### config.mk
export PLATFORM = sky130hd
export DESIGN_NAME = mfps_merge_flat
export DESIGN_NICKNAME = d
export VERILOG_FILES = /design/src/sv/mfps_pkg.sv /design/src/sv/mfps_out_if.sv /design/src/sv/mfps_merge.sv /design/src/flat_wrapper.sv
export SDC_FILE = /design/constraint.sdc
export NUM_CORES = 1
export LEC_CHECK = 0
export BUFFER_PORTS_ARGS = -buffer_cell sky130_fd_sc_hd__buf_2
export CAP_MARGIN = 40
export CORE_ASPECT_RATIO = 2
export CORE_MARGIN = 10
export CORE_UTILIZATION = 45
export CTS_BUF_LIST = sky130_fd_sc_hd__clkbuf_8
export CTS_CLUSTER_DIAMETER = 50
export DETAILED_ROUTE_END_ITERATION = 10
export GPL_ROUTABILITY_DRIVEN = 1
export GPL_TIMING_DRIVEN = 0
export PLACE_DENSITY = 0.7
export RECOVER_POWER = 100
export SETUP_SLACK_MARGIN = 0.2
export SYNTH_ARGS = -nofsm -noshare
export SYNTH_HDL_FRONTEND = slang
export SYNTH_SLANG_ARGS = --single-unit
### constraint.sdc
create_clock -name clk -period 8 [get_ports clk]
set_input_delay 1.6 -clock clk [delete_from_list [all_inputs] [get_ports clk]]
set_output_delay 1.6 -clock clk [all_outputs]
set_load 0.02 [all_outputs]
### src/sv/mfps_pkg.sv
package mfps_pkg;

  localparam int CODE_W         = 5;
  localparam int MAX_FEATURES   = 8;
  localparam int TABLE_VALUE_W  = 16;
  localparam int SCORE_W        = 19;
  localparam int CODES_W        = CODE_W * MAX_FEATURES;
  localparam int FEAT_SEL_W     = 3;
  localparam int COUNT_W        = 4;

  localparam int FEATURES_DEF   = 8;
  localparam int ALPHA_MAX_DEF  = 32;
  localparam int VALUE_BITS_DEF = 16;

  localparam int CFG_ADDR_W     = 3;
  localparam int CFG_DATA_W     = 32;

  // register index taken from paddr[2]
  localparam logic REG_FEATURE_COUNT = 1'b0;
  localparam logic [COUNT_W-1:0] FEATURE_COUNT_RESET = 4'd8;

  localparam logic MODE_WRITE = 1'b0;
  localparam logic MODE_SCORE = 1'b1;

  // request from the top level to one lane
  typedef struct packed {
    logic              wr;     // store value at (row, col)
    logic              rd;     // read (row, col) for a cell
    logic              use_f;  // feature counts toward this cell
    logic [CODE_W-1:0] row;
    logic [CODE_W-1:0] col;
  } lane_req_t;

  // cell held behind the table read
  typedef struct packed {
    logic valid;
    logic row_end;
    logic matrix_end;
  } pipe_ctl_t;

endpackage

### src/sv/mfps_out_if.sv
interface mfps_out_if;
  import mfps_pkg::*;

  logic                      valid;
  logic                      ready;
  logic signed [SCORE_W-1:0] score;
  logic                      last_in_row;
  logic                      last_of_matrix;

  modport source (
    output valid, score, last_in_row, last_of_matrix,
    input  ready
  );

  modport sink (
    input  valid, score, last_in_row, last_of_matrix,
    output ready
  );

endinterface

### src/sv/mfps_merge.sv
module mfps_merge #(
  parameter int FEATURES   = 8,
  parameter int VALUE_BITS = 16
) (
  input  logic                                clk,
  input  logic                                rst_n,
  input  logic [FEATURES-1:0][VALUE_BITS-1:0] lane_value,
  input  mfps_pkg::pipe_ctl_t                 ctl,
  output logic                                take,
  mfps_out_if.source                          out_ch
);
  import mfps_pkg::*;

  localparam int SUM_W = VALUE_BITS + $clog2(FEATURES) + 1;

  logic signed [SUM_W-1:0]   sum;
  logic signed [SCORE_W-1:0] score_sat;
  logic                      out_valid_r;
  logic                      out_valid_nxt;
  logic signed [SCORE_W-1:0] score_r;
  logic                      last_in_row_r;
  logic                      last_of_matrix_r;

  always_comb begin
    sum = '0;
    for (int f = 0; f < FEATURES; f++) begin
      sum = sum + SUM_W'(signed'(lane_value[f]));
    end
  end

  if (SUM_W > SCORE_W) begin : g_clamp
    logic overflow;
    assign overflow = (sum[SUM_W-1:SCORE_W-1] != '0) && (sum[SUM_W-1:SCORE_W-1] != '1);
    assign score_sat = !overflow ? sum[SCORE_W-1:0] :
                       (sum[SUM_W-1] ? {1'b1, {(SCORE_W-1){1'b0}}} :
                                       {1'b0, {(SCORE_W-1){1'b1}}});
  end else begin : g_extend
    assign score_sat = SCORE_W'(sum);
  end

  // output register is free or drains this cycle
  assign take = !out_valid_r || out_ch.ready;
  assign out_valid_nxt = take ? ctl.valid : out_valid_r;

  always_ff @(posedge clk) begin
    if (!rst_n) begin
      out_valid_r <= 1'b0;
    end else begin
      out_valid_r <= out_valid_nxt;
    end
  end

  always_ff @(posedge clk) begin
    if (take && ctl.valid) begin
      score_r          <= score_sat;
      last_in_row_r    <= ctl.row_end;
      last_of_matrix_r <= ctl.matrix_end;
    end
  end

  assign out_ch.valid          = out_valid_r;
  assign out_ch.score          = score_r;
  assign out_ch.last_in_row    = last_in_row_r;
  assign out_ch.last_of_matrix = last_of_matrix_r;

endmodule

### src/flat_wrapper.sv
// flat-port wrapper written by rule: the top's interface ports become plain ports
module mfps_merge_flat import mfps_pkg::*;
#(
  parameter int FEATURES   = 8,
  parameter int VALUE_BITS = 16
)
  (clk, rst_n, lane_value, ctl, take, out_ch_valid, out_ch_score, out_ch_last_in_row, out_ch_last_of_matrix, out_ch_ready);
  mfps_out_if out_ch_i ();
  input  logic clk;
  input  logic rst_n;
  input  logic [FEATURES-1:0][VALUE_BITS-1:0] lane_value;
  input  mfps_pkg::pipe_ctl_t ctl;
  output logic take;
  output wire logic [$bits(out_ch_i.valid)-1:0] out_ch_valid;
  output wire logic [$bits(out_ch_i.score)-1:0] out_ch_score;
  output wire logic [$bits(out_ch_i.last_in_row)-1:0] out_ch_last_in_row;
  output wire logic [$bits(out_ch_i.last_of_matrix)-1:0] out_ch_last_of_matrix;
  input wire logic [$bits(out_ch_i.ready)-1:0] out_ch_ready;
  assign out_ch_valid = out_ch_i.valid;
  assign out_ch_score = out_ch_i.score;
  assign out_ch_last_in_row = out_ch_i.last_in_row;
  assign out_ch_last_of_matrix = out_ch_i.last_of_matrix;
  assign out_ch_i.ready = out_ch_ready;
  mfps_merge #(.FEATURES(FEATURES), .VALUE_BITS(VALUE_BITS)) u_core (.clk(clk), .rst_n(rst_n), .lane_value(lane_value), .ctl(ctl), .take(take), .out_ch(out_ch_i));
endmodule
==> impl_metrics.csv <==
group,metric,value,unit
cts,cts_hold_buf,0,
global_route,met2_usage,31.5,%
sta,max_freq,131,MHz
drt,firstDrtPassIters,4,
sta,hold_violations,0,
layout,final_common_cell,"buf_2",
logic_synthesis,synth.net_count,709,
logic_synthesis,synth_flop_cell,"edfxtp_1",
floorplanning,initial_core_util,46.0,%
global_route,grtUsageTotal,15.0,%
floorplanning,io_pins,157,
global_route,grt_start_max_net_pins,22,
sta,period_minus_slack,7.63,ns
layout,fin_util,56.9,%
cts,clk_pin_slew,0.07,ns
place,hpwl,10200,um
drt,routed_wl,11100,um
drt,ant_nets,0,
floorplanning,std_cell_rows,51,
drt,drtIter0Drc,112,
logic_synthesis,synth_area,4490,um^2
worst_setup_path,critPathLaunch,"lane_value[33]",
worst_hold_path,worst_hold_path.endpoint,"u_core.out_ch.valid",
drt,drt-wirelength-per-cell,14.8,um
worst_setup_path,critPathMaxStageDelay,0.53,ns
logic_synthesis,syn_area_per_cell,9.89,um^2
cts,cts_tree,"yes",
floorplanning,fp.dieH,161,um
job,maxCapViolations,0,
layout,drive_above_1_share,26.3,%
sta,hold_slack,0.530,ns
logic_synthesis,synth_edf_count,21,
layout,nets,873,
floorplanning,dieArea,14600,um^2
run_status,outcome,"complete, no violations",
place,port-buffer-count,156,
global_route,grt_pass1_vias,4262,
sta,grt_setup_unrepaired,"no",
logic_synthesis,ys_types,46,
logic_synthesis,ys_ff_latch,22,
worst_setup_path,slowest_stage,"fa_1",
drt,route.detailed.drc,0,
worst_setup_path,critPathLaunchType,"primary input",
worst_hold_path,holdPathStages,2,
worst_setup_path,reg2reg_slack,6.23,ns
logic_synthesis,async_flop_share,0,%
worst_hold_path,hp-class,"reg -> reg",
cts,cts-htree-levels,1,
sta,relSlewSlack,15.7,%
worst_setup_path,r2r_start,"u_core.out_ch.valid",
floorplanning,die_x,90.6,um
cts,clk_latency,0.25,ns
cts,cts-buffers-inserted,3,
global_route,grt.overflow.total,0,
sta,worst_slew_pin_slew,1.26,ns
place,place.gp.congestion,0.857,
place,dp_cells,742,
worst_hold_path,min-delay-start,"u_core.out_ch.valid",
layout,syn2layout_area_growth,23.8,%
global_route,met1_usage,13.2,%
cts,cts_sinks,22,
sta,setup_viol,0,
worst_setup_path,r2r_cells,2,
logic_synthesis,yosysWarnings,0,
drt,vias,3644,
sta,report.final.slew_viol_count,0,
sta,period_share,95.4,%
layout,final_cell_count_no_fill,753,
worst_setup_path,cp.required,8.00,ns
cts,cts-root-buf,"clkbuf_8",
logic_synthesis,synth_cells,454,
worst_setup_path,crit_fanout,10,
global_route,busiest_layer,"met2",
global_route,grt_use_met3,2.41,%
worst_setup_path,worstSetupPathType,"in -> reg",
worst_setup_path,end_kind,"flop",
sta,timing.setup.tns,0,ns
floorplanning,core_area,9760,um^2
logic_synthesis,ys_seq_area_share,14.5,%
drt,avgViaCountPerCell,4.84,
layout,final_cell_mix,"buf_2, inv_1, fa_1, a21oi_1, ha_1",
worst_setup_path,crit_top_cell,"inv_1",
worst_setup_path,regToRegEndpoint,"u_core.out_ch.score[11]",
worst_setup_path,crit_arrival,7.63,ns
sta,fin_skew,0.00279,ns
global_route,grt_pass1_wl,18200,um
global_route,antenna_found_initial,4,
cts,clk_path_buf_depth,2,
## worst max-delay path by stage
stage	end	slack, ns	depth (start not counted)
6_report	u_core.out_ch.score[0]	0.37	27
5_1_grt	u_core.out_ch.score[0]	0.08	27
4_1_cts	u_core.out_ch.score[16]	0.24	26
3_5_place_dp	u_core.out_ch.score[0]	-0.11	27
3_3_place_gp	u_core.out_ch.score[2]	0.08	27
2_1_floorplan	u_core.out_ch.score[12]	0.57	25
## per-layer routing
| metal | vias to the layer above | part of all wire, % |
|---|---|---|
| li1 | 1766 | - |
| met1 | 1734 | 32 |
| met2 | 123 | 60 |
| met3 | 21 | 5.5 |
| met4 | 0 | 2.7 |
| met5 | - | 0 |
## layout make-up
class                           count  area, um^2
Fill cell                         925        4200
Multi-Input combinational cell    302        3410
Timing Repair Buffer              159         774
Sequential cell                    22         651
Inverter                          127         477
Tap cell                          132         165
Clock buffer                        4        55.1
Buffer                              3        12.5
Antenna cell                        4        10.0
## cells by family after synthesis
family	Yosys count	synth area share (%)
AND/OR/NAND/NOR	57	6.30
flip-flops	22	14.5
adder cells (fa/ha/maj)	126	49.4
buffers and inverters	130	11.0
multiplexers	1	0.501
XOR/XNOR	27	5.27
AO/OA/AOI/OAI	91	13.1
## synthesized netlist by cell type (3+ instances only)
library cell / number / area share [%]
nor3_1: 6 / 0.67
o21a_1: 7 / 1.2
xnor2_1: 15 / 2.9
a21boi_0: 3 / 0.50
ha_1: 34 / 9.5
nor2_1: 14 / 1.2
and3_1: 5 / 0.70
a21o_1: 6 / 1.0
edfxtp_1: 21 / 14
inv_1: 127 / 11
fa_1: 87 / 39
buf_2: 3 / 0.33
o21bai_1: 3 / 0.50
nand2_1: 15 / 1.3
o21ai_0: 16 / 1.8
a21oi_1: 34 / 3.8
xor2_1: 12 / 2.3
and2_1: 4 / 0.56
maj3_1: 5 / 1.1
nor2b_1: 5 / 0.70
## sequential cells by signal, indices dropped and copies added, names as in the netlist
name	count
u_core.out_ch.valid	1
u_core.out_ch.last_of_matrix	1
u_core.out_ch.score	19
u_core.out_ch.last_in_row	1
## per-stage QoR
stage	instance area, um^2	setup WS (ns)
final	5560	0.372
after global routing	5560	0.0832
after CTS	5510	0.240
after detailed placement	5440	-0.114
after global placement	5440	0.0828
after floorplan	4490	0.569
## worst max-delay path, delay by kind of cell
kind                       cells  cell delay (ns)
AOI/OAI and AO/OA             11             2.23
adders and majority gates      6             2.63
buffers and inverters          8             0.80
xor gates and xnor gates       1             0.15
and+or+nand+nor                1             0.21
## timing repair
action                                  CTS  global route
gates resized for setup                   2            20
setup buffers                             1             2
endpoints found under the setup margin   15            18
pin swaps                                 1            16
gates cloned                              0             0
Power is not shown: default switching activity piles up to over one toggle a cycle in this logic, so the estimate is an artifact.
